`src/rtl/fwd2u_pkg.sv`:
```
package fwd2u_pkg;

  // Most digits a field may hold, and the highest column index.
  localparam int MAX_DIGITS = 20;
  localparam logic [4:0] TOP_COL = 5'(MAX_DIGITS - 1);

  // Configuration register indexes.
  localparam int CFG_IDX_W = 2;
  localparam logic [CFG_IDX_W-1:0] REG_DIGIT_COUNT = 2'd0;
  localparam logic [CFG_IDX_W-1:0] REG_UPPER_BOUND = 2'd1;
  localparam logic [CFG_IDX_W-1:0] REG_LOWER_BOUND = 2'd2;

  // Reset values of the configuration registers.
  localparam logic [4:0]  DIGIT_COUNT_RST = 5'd20;
  localparam logic [63:0] UPPER_BOUND_RST = 64'hFFFF_FFFF_FFFF_FFFF;
  localparam logic [63:0] LOWER_BOUND_RST = 64'h0;

  localparam logic [7:0] CHAR_ZERO = 8'h30;
  localparam logic [7:0] CHAR_NINE = 8'h39;

  typedef struct packed {
    logic [4:0]  digit_count;
    logic [63:0] upper_bound;
    logic [63:0] lower_bound;
  } cfg_t;

  typedef struct packed {
    logic [7:0] char_byte;
    logic       prior_error;
  } item_t;

  typedef struct packed {
    logic [63:0] value;
    logic [4:0]  consumed;
    logic        error;
  } res_t;

  // Power of ten for a column, units column is 0.
  function automatic logic [63:0] pow_ten(input logic [4:0] col);
    logic [63:0] p;
    case (col)
      5'd0:  p = 64'd1;
      5'd1:  p = 64'd10;
      5'd2:  p = 64'd100;
      5'd3:  p = 64'd1000;
      5'd4:  p = 64'd10000;
      5'd5:  p = 64'd100000;
      5'd6:  p = 64'd1000000;
      5'd7:  p = 64'd10000000;
      5'd8:  p = 64'd100000000;
      5'd9:  p = 64'd1000000000;
      5'd10: p = 64'd10000000000;
      5'd11: p = 64'd100000000000;
      5'd12: p = 64'd1000000000000;
      5'd13: p = 64'd10000000000000;
      5'd14: p = 64'd100000000000000;
      5'd15: p = 64'd1000000000000000;
      5'd16: p = 64'd10000000000000000;
      5'd17: p = 64'd100000000000000000;
      5'd18: p = 64'd1000000000000000000;
      5'd19: p = 64'd10000000000000000000;
      default: p = 64'd0;
    endcase
    return p;
  endfunction

  // Digit times a column weight as a short shift-and-add, truncated to 64 bits.
  function automatic logic [63:0] weight(input logic [63:0] p, input logic [3:0] dig);
    logic [63:0] w;
    w = (dig[0] ? p : 64'd0)
      + (dig[1] ? (p << 1) : 64'd0)
      + (dig[2] ? (p << 2) : 64'd0)
      + (dig[3] ? (p << 3) : 64'd0);
    return w;
  endfunction

endpackage

```
`src/rtl/fwd2u_cfg.sv`:
```
module fwd2u_cfg (
  input  logic                            clk,
  input  logic                            rst_n,
  input  logic                            cfg_we,
  input  logic [fwd2u_pkg::CFG_IDX_W-1:0] cfg_index,
  input  logic [63:0]                     cfg_wdata,
  output fwd2u_pkg::cfg_t                 cfg
);
  import fwd2u_pkg::*;

  cfg_t cfg_r;

  always_ff @(posedge clk) begin
    if (!rst_n) begin
      cfg_r.digit_count <= DIGIT_COUNT_RST;
      cfg_r.upper_bound <= UPPER_BOUND_RST;
      cfg_r.lower_bound <= LOWER_BOUND_RST;
    end else if (cfg_we) begin
      case (cfg_index)
        REG_DIGIT_COUNT: cfg_r.digit_count <= cfg_wdata[4:0];
        REG_UPPER_BOUND: cfg_r.upper_bound <= cfg_wdata;
        REG_LOWER_BOUND: cfg_r.lower_bound <= cfg_wdata;
        default: ;
      endcase
    end
  end

  assign cfg = cfg_r;

endmodule

```
`src/rtl/fwd2u_in_reg.sv`:
```
module fwd2u_in_reg (
  input  logic             clk,
  input  logic             rst_n,
  input  logic             in_valid,
  output logic             in_stall,
  input  fwd2u_pkg::item_t in_item,
  input  logic             take,
  output logic             s1_valid,
  output fwd2u_pkg::item_t s1_item
);
  import fwd2u_pkg::*;

  logic  valid_r;
  logic  valid_nxt;
  item_t item_r;
  logic  accept;

  // The held word leaves when the step logic takes it; a new one may enter
  // in the same cycle.
  assign in_stall = valid_r && !take;
  assign accept   = in_valid && !in_stall;

  always_comb begin
    valid_nxt = valid_r;
    if (accept) begin
      valid_nxt = 1'b1;
    end else if (take) begin
      valid_nxt = 1'b0;
    end
  end

  always_ff @(posedge clk) begin
    if (!rst_n) begin
      valid_r <= 1'b0;
    end else begin
      valid_r <= valid_nxt;
    end
  end

  always_ff @(posedge clk) begin
    if (accept) begin
      item_r <= in_item;
    end
  end

  assign s1_valid = valid_r;
  assign s1_item  = item_r;

endmodule

```
`src/rtl/fwd2u_step.sv`:
```
module fwd2u_step (
  input  logic             clk,
  input  logic             rst_n,
  input  fwd2u_pkg::cfg_t  cfg,
  input  logic             s1_valid,
  input  fwd2u_pkg::item_t s1_item,
  input  logic             out_free,
  output logic             take,
  output logic             res_valid,
  output fwd2u_pkg::res_t  res
);
  import fwd2u_pkg::*;

  logic [4:0]  pos_r,     pos_nxt;
  logic [63:0] running_r, running_nxt;
  logic [63:0] headroom_r, headroom_nxt;
  logic        ferr_r,    ferr_nxt;

  logic        bad_count;
  logic        first;
  logic        last;
  logic        produces;
  logic [4:0]  col;
  logic [63:0] hv;
  logic [63:0] rv;
  logic        fe;
  logic        is_digit;
  logic [3:0]  dig;
  logic [63:0] t;
  logic [64:0] diff;
  logic        digit_err;
  logic        err;
  logic [63:0] rv_new;
  logic        final_err;

  always_comb begin
    bad_count = (cfg.digit_count == 5'd0) || (cfg.digit_count > 5'(MAX_DIGITS));
    first     = (pos_r == 5'd0);
    last      = ({1'b0, pos_r} + 6'd1) >= {1'b0, cfg.digit_count};
    col       = last ? 5'd0 : 5'(cfg.digit_count - 5'd1 - pos_r);
    if (col > TOP_COL) begin
      col = TOP_COL;
    end
    produces  = bad_count || last;
    take      = s1_valid && (!produces || out_free);

    // A field's first byte reloads the headroom and samples the upstream error.
    hv = first ? cfg.upper_bound : headroom_r;
    rv = first ? 64'd0 : running_r;
    fe = first ? s1_item.prior_error : ferr_r;

    is_digit  = (s1_item.char_byte >= CHAR_ZERO) && (s1_item.char_byte <= CHAR_NINE);
    dig       = s1_item.char_byte[3:0];
    t         = weight(pow_ten(col), dig);
    diff      = {1'b0, hv} - {1'b0, t};
    digit_err = !is_digit || ((col == TOP_COL) && (dig > 4'd1)) || diff[64];
    err       = fe || digit_err;
    rv_new    = err ? rv : (rv + t);

    final_err = err || (rv_new < cfg.lower_bound);

    pos_nxt      = pos_r;
    running_nxt  = running_r;
    headroom_nxt = headroom_r;
    ferr_nxt     = ferr_r;
    res_valid    = 1'b0;
    res          = '0;
    res.error    = 1'b1;
    if (take) begin
      if (bad_count) begin
        pos_nxt      = 5'd0;
        running_nxt  = 64'd0;
        headroom_nxt = 64'd0;
        ferr_nxt     = 1'b0;
        res_valid    = 1'b1;
      end else begin
        running_nxt  = rv_new;
        headroom_nxt = err ? hv : diff[63:0];
        ferr_nxt     = last ? final_err : err;
        pos_nxt      = last ? 5'd0 : (pos_r + 5'd1);
        if (last) begin
          res_valid = 1'b1;
          if (!final_err) begin
            res.value    = rv_new;
            res.consumed = cfg.digit_count;
            res.error    = 1'b0;
          end
        end
      end
    end
  end

  always_ff @(posedge clk) begin
    if (!rst_n) begin
      pos_r      <= 5'd0;
      running_r  <= 64'd0;
      headroom_r <= 64'd0;
      ferr_r     <= 1'b0;
    end else begin
      pos_r      <= pos_nxt;
      running_r  <= running_nxt;
      headroom_r <= headroom_nxt;
      ferr_r     <= ferr_nxt;
    end
  end

  // The column counter never runs past the widest field.
  a_pos_range: assert property (@(posedge clk) disable iff (!rst_n)
    pos_r <= TOP_COL)
    else $error("digit position out of range");

  // A byte that ends no field moves the position on by exactly one.
  a_pos_step: assert property (@(posedge clk) disable iff (!rst_n)
    (take && !produces) |=> (pos_r == $past(pos_r) + 5'd1))
    else $error("digit position did not advance");

  // Any emitted word leaves the next byte at the start of a field.
  a_pos_restart: assert property (@(posedge clk) disable iff (!rst_n)
    res_valid |=> (pos_r == 5'd0))
    else $error("field did not restart after a result");

  // A clean result always reports the full configured width.
  a_clean_count: assert property (@(posedge clk) disable iff (!rst_n)
    (res_valid && !res.error) |-> (res.consumed == cfg.digit_count && !bad_count))
    else $error("clean result with wrong character count");

endmodule

```
`src/rtl/fwd2u_out_reg.sv`:
```
module fwd2u_out_reg (
  input  logic            clk,
  input  logic            rst_n,
  input  logic            res_valid,
  input  fwd2u_pkg::res_t res,
  output logic            out_free,
  output logic            out_valid,
  input  logic            out_stall,
  output fwd2u_pkg::res_t out_res
);
  import fwd2u_pkg::*;

  logic valid_r;
  logic valid_nxt;
  res_t res_r;

  assign out_free = !valid_r || !out_stall;

  always_comb begin
    valid_nxt = valid_r;
    if (res_valid) begin
      valid_nxt = 1'b1;
    end else if (!out_stall) begin
      valid_nxt = 1'b0;
    end
  end

  always_ff @(posedge clk) begin
    if (!rst_n) begin
      valid_r <= 1'b0;
    end else begin
      valid_r <= valid_nxt;
    end
  end

  always_ff @(posedge clk) begin
    if (res_valid) begin
      res_r <= res;
    end
  end

  assign out_valid = valid_r;
  assign out_res   = res_r;

  // A new word is only loaded into a slot that is empty or being taken.
  a_no_overwrite: assert property (@(posedge clk) disable iff (!rst_n)
    res_valid |-> out_free)
    else $error("result word overwritten while stalled");

endmodule

```
`src/rtl/fixed_width_decimal_to_u64.sv`:
```
// Fixed-width ASCII decimal to 64-bit unsigned converter. Characters arrive one
// word per cycle while in_stall is low, most significant digit first, in fields
// of digit_count bytes. Each byte passes an input register and then one step of
// combinational logic (weight lookup, headroom subtract, value add, lower-bound
// compare) that updates the field state and, at a field's last byte, loads one
// result word into the output register. A byte is taken every cycle while
// results are being drained, so the sustained rate is one byte per cycle. The
// output register decouples the two sides: while a result waits for out_stall
// to drop, bytes that do not end a field still flow through. Any non-digit
// byte, a digit that would push the value past upper_bound, or a final value
// below lower_bound yields error with value and consumed both zero; a
// prior_error seen with a field's first byte does the same. A digit_count of
// zero or above twenty turns every byte into an error word of its own.
// Configuration is written through cfg_we/cfg_index/cfg_wdata; the user must
// do so only while the block is idle, which the block does not enforce.
// upper_bound takes effect at a field's first byte, lower_bound at its last.
module fixed_width_decimal_to_u64 (
  input  logic                            clk,
  input  logic                            rst_n,
  input  logic                            cfg_we,
  input  logic [fwd2u_pkg::CFG_IDX_W-1:0] cfg_index,
  input  logic [63:0]                     cfg_wdata,
  input  logic                            in_valid,
  output logic                            in_stall,
  input  logic [7:0]                      in_char_byte,
  input  logic                            in_prior_error,
  output logic                            out_valid,
  input  logic                            out_stall,
  output logic [63:0]                     out_value,
  output logic [4:0]                      out_consumed,
  output logic                            out_error
);
  import fwd2u_pkg::*;

  cfg_t  cfg;
  item_t in_item;
  item_t s1_item;
  logic  s1_valid;
  logic  take;
  logic  out_free;
  logic  res_valid;
  res_t  res;
  res_t  out_res;

  assign in_item.char_byte   = in_char_byte;
  assign in_item.prior_error = in_prior_error;

  fwd2u_cfg u_cfg (
    .clk       (clk),
    .rst_n     (rst_n),
    .cfg_we    (cfg_we),
    .cfg_index (cfg_index),
    .cfg_wdata (cfg_wdata),
    .cfg       (cfg)
  );

  fwd2u_in_reg u_in_reg (
    .clk      (clk),
    .rst_n    (rst_n),
    .in_valid (in_valid),
    .in_stall (in_stall),
    .in_item  (in_item),
    .take     (take),
    .s1_valid (s1_valid),
    .s1_item  (s1_item)
  );

  fwd2u_step u_step (
    .clk       (clk),
    .rst_n     (rst_n),
    .cfg       (cfg),
    .s1_valid  (s1_valid),
    .s1_item   (s1_item),
    .out_free  (out_free),
    .take      (take),
    .res_valid (res_valid),
    .res       (res)
  );

  fwd2u_out_reg u_out_reg (
    .clk       (clk),
    .rst_n     (rst_n),
    .res_valid (res_valid),
    .res       (res),
    .out_free  (out_free),
    .out_valid (out_valid),
    .out_stall (out_stall),
    .out_res   (out_res)
  );

  assign out_value    = out_res.value;
  assign out_consumed = out_res.consumed;
  assign out_error    = out_res.error;

  // The input side only holds off while a byte is waiting in the input register.
  a_stall_needs_item: assert property (@(posedge clk) disable iff (!rst_n)
    in_stall |-> s1_valid)
    else $error("input stalled with an empty input register");

endmodule
```
`config.mk`:
```
export PLATFORM = sky130hd
export DESIGN_NAME = fixed_width_decimal_to_u64
export DESIGN_NICKNAME = d
export VERILOG_FILES = /design/src/rtl/fwd2u_pkg.sv /design/src/rtl/fwd2u_cfg.sv /design/src/rtl/fwd2u_in_reg.sv /design/src/rtl/fwd2u_step.sv /design/src/rtl/fwd2u_out_reg.sv /design/src/rtl/fixed_width_decimal_to_u64.sv
export SDC_FILE = /design/constraint.sdc
export NUM_CORES = 2
export LEC_CHECK = 0
export BUFFER_PORTS_ARGS = -buffer_cell sky130_fd_sc_hd__buf_2
export CELL_PAD_IN_SITES_DETAIL_PLACEMENT = 0
export CELL_PAD_IN_SITES_GLOBAL_PLACEMENT = 2
export CORE_MARGIN = 2
export CORE_UTILIZATION = 38
export DETAILED_ROUTE_END_ITERATION = 7
export HOLD_SLACK_MARGIN = 0.05
export MAX_ROUTING_LAYER = met4
export PLACE_DENSITY = 0.91
export SLEW_MARGIN = 20
export SYNTH_ARGS = -nofsm -noshare
export SYNTH_HDL_FRONTEND = slang
export SYNTH_HIERARCHICAL = 1
export SYNTH_SLANG_ARGS = --single-unit
```
`constraint.sdc`:
```
create_clock -name clk -period 16.41 [get_ports clk]
set_clock_uncertainty 0.1 [all_clocks]
set_input_delay 2.4615 -clock clk [delete_from_list [all_inputs] [get_ports clk]]
set_output_delay 2.4615 -clock clk [all_outputs]
set_load 0.03 [all_outputs]
```
==> out/metrics.yaml <==
status: "finished, final reports clean"
layout_common_cells: "nand2_1 (612), inv_1 (462), ha_1 (284)"
synth-simple-area-share_pct: 21.4
worst_setup_path_end_kind: "flip-flop"
rsz0062_at_grt: "no"
post_drt_wl_per_cell_um: 19.6
clock_power_share_pct: 20.6
setup.worst_path.class: "flip-flop to flip-flop"
fp.dieH_um: 297
synth-async-reset-ratio_pct: 0
grt_pass1_wl_um: 163000
syn_to_final_growth_pct: 9.43
clk_latency_ns: 0.60
drc_errors: 0
reg2reg_slack_ns: 1.23
cts-root-buf: "clkbuf_16"
timing.rr.end: "u_out_reg/out_res[65]"
setup_viol: 0
required_ns: 16.65
die_area_um2: 88200
finalMaxSlewViolations: 0
fin_crit_sh_pct: 92.5
min_from: "u_step/running_r[0]"
tightest_slew_ns: 1.06
cts_buffers: 43
drive_gt1_share_pct: 8.29
holdPathEnd: "u_step/running_r[0]"
post_cts_buffers: 0
vias: 29100
yosysSeqAreaShare_pct: 23.8
cts.clk_slew.worst_paths_ns: 0.06
synthMuxAreaShare_pct: 2.81
power_leakage_nw: 16.9
io_buffers: 151
r2r_cells: 55
crit_top_cell: "ha_1"
clock.fmax_mhz: 65.9
crit_fanout: 52
core_um2: 85100
viasPerCell: 5.40
min_delay_path_depth: 2
multi_input_area_um2: 22200
cp_slowest_stage_delay_ns: 0.58
relSlewSlack_pct: 29.3
drv_cap: 0
sw_frac_of_total_pct: 47.1
p_sw_mw: 2.27
holdCritPathClass: "flip-flop to flip-flop"
cts_tree: "built"
seqPwrFrac_pct: 19.3
hold_viol_final: 0
syn_area_per_cell_um2: 7.80
synth_compound_area_share_pct: 20.5
p_total_mw: 4.81
min_period_ns: 15.18
ys_seq_elements: 348
std_cell_rows: 107
start_util_pct: 38.3
seq_area_um2: 7760
die_x_um: 297
antenna_found_initial: 2
drt_iter0_drc: 2074
yosysUniqueCellTypes: 91
comb_power_share_pct: 60.1
grt_pass1_vias: 28300
synthFlopType: "dfxtp_1"
yosysWarnings: 6
nFillCells: 8889
synth_xor_area_share_pct: 5.20
p_int_mw: 2.54
ant_nets: 0
postRouteWirelength_um: 106000
yosys.area_share.adder_pct: 17.8
syn-num-nets: 4660
critPathLaunchType: "flip-flop"
pwr_density_cell_nw_per_um2: 135
regToRegStartpoint: "u_step/pos_r[0]"
synth_area_um2: 32600
postCtsHoldBufs: 0
syn_inst: 4183
place_congestion: 0.941
numClockSinks: 348
drt_first_pass_iters: 7
grt_usage_pct: 23.9
tns_ns: 0
clk_path_buf_depth: 3
worstPathArrival_ns: 15.43
grt_max_degree: 91
synth_top_family_by_area: "simple AND/OR/NAND/NOR gates"
synth_edf_count: 79
final_nets: 4688
io_pins: 152
ir_worst_vdd_uv: 83.4
layout_commonest_cell: "nand2_1"
gr-total-overflow: 0
dp.final_hpwl_um: 81600
htree_levels: 2
slowest_stage: "xnor2_1"
[worst max path at each step]
stage / slack [ns] / end / cells after the start / start
2_1_floorplan: 3.91 / u_out_reg/out_res[52] / 65 / u_step/pos_r[0]
6_report: 1.23 / u_out_reg/out_res[65] / 55 / u_step/pos_r[0]
3_5_place_dp: 0.96 / u_out_reg/out_res[65] / 59 / u_step/pos_r[1]
3_3_place_gp: 1.25 / u_out_reg/out_res[6] / 57 / u_step/pos_r[0]
5_1_grt: 0.04 / u_out_reg/out_res[67] / 57 / u_step/pos_r[0]
4_1_cts: 0.88 / u_out_reg/out_res[65] / 59 / u_step/pos_r[1]
[routing by layer]
layer / wire length, µm / GRT usage (%) / part of all wire (%) / up-vias
li1: - / - / - / 14400
met1: 46800 / 30.1 / 44 / 13900
met2: 51900 / 40.9 / 49 / 653
met3: 4040 / 2.07 / 3.8 / 148
met4: 3170 / 6.93 / 3.0 / 0
met5: 0 / - / 0 / -
[power by group through the flow]
stage / Sequential (mW) / Clock (mW) / Combinational [mW]
finish: 0.930 / 0.989 / 2.89
global route: 0.934 / 1.05 / 3.20
detailed placement: 0.949 / 0 / 2.86
floorplan: 0.946 / 0 / 2.13
global placement: 0.948 / 0 / 2.88
CTS: 0.930 / 1.01 / 2.87
[critical path, delay by kind of cell, from the launching register on]
| family | cells | cell delay, ns |
|---|---|---|
| AO/OA/AOI/OAI | 23 | 6.57 |
| AND/OR/NAND/NOR | 13 | 2.20 |
| flip-flops | 1 | 0.42 |
| XOR/XNOR | 2 | 0.86 |
| buffers and inverters | 9 | 1.66 |
| adder cells (fa/ha/maj) | 8 | 3.01 |
[synthesized netlist by cell type (42+ instances only)]
| library cell | n | area [µm²] |
|---|---|---|
| nand3_1 | 76 | 380 |
| xnor2_1 | 108 | 946 |
| a21o_1 | 133 | 998 |
| o21ai_0 | 221 | 1110 |
| and2_1 | 124 | 776 |
| nand2_1 | 613 | 2300 |
| inv_1 | 462 | 1730 |
| nor2_1 | 263 | 987 |
| clkbuf_1 | 131 | 492 |
| and3_1 | 42 | 263 |
| fa_1 | 112 | 2240 |
| dfxtp_1 | 269 | 5390 |
| mux2i_1 | 87 | 871 |
| edfxtp_1 | 79 | 2370 |
| nor2b_1 | 95 | 594 |
| ha_1 | 285 | 3570 |
| a21oi_1 | 266 | 1330 |
| nand4_1 | 42 | 263 |
| nand4b_1 | 63 | 552 |
| o211ai_1 | 66 | 495 |
| nor3_1 | 51 | 255 |
| xor2_1 | 82 | 718 |
[registers in the layout, summed over array words and instances (netlist names)]
register,count
u_cfg/cfg,133
u_in_reg/s1_item,9
u_in_reg/s1_valid,1
u_out_reg/out_res,70
u_out_reg/out_valid,1
u_step/ferr_r,1
u_step/headroom_r,64
u_step/pos_r,5
u_step/running_r,64
[per-stage QoR]
| step | worst slack (ns) | hold slack, ns | cell area, µm² | util [%] | cells |
|---|---|---|---|---|---|
| global route | 0.0433 | 0.371 | 35700 | 41.9 | 5389 |
| global placement | 1.25 | 0.327 | 34200 | 40.2 | 5310 |
| finish | 1.23 | 0.344 | 35700 | 41.9 | 5390 |
| floorplan | 3.91 | 0.317 | 32600 | - | 4183 |
| CTS | 0.878 | 0.349 | 35700 | 41.9 | 5389 |
| detailed placement | 0.955 | 0.335 | 34200 | 40.2 | 5310 |
[area by class of cell]
type / count / area share [%]
clock inverter: 25 / 0.750
sequential: 348 / 21.7
antenna: 1 / 0.00701
inverter: 464 / 4.88
tap: 1144 / 4.01
timing repair buffer: 194 / 3.14
clock buffer: 54 / 3.36
multi-input combinational: 3160 / 62.1
[timing repair]
item                                    4_1_cts  5_1_grt
endpoints found under the hold margin         0        0
gates resized for setup                       0        4
endpoints found under the setup margin        0       71
[kinds of logic after synthesis]
logic type / count (synthesis)
DFF: 348
xor gates and xnor gates: 192
adders and majority gates: 398
and+or+nand+nor: 1457
buffers and inverters: 675
muxes: 91
AOI/OAI and AO/OA: 1022
Note: power is estimated with default switching activity, not from simulation.
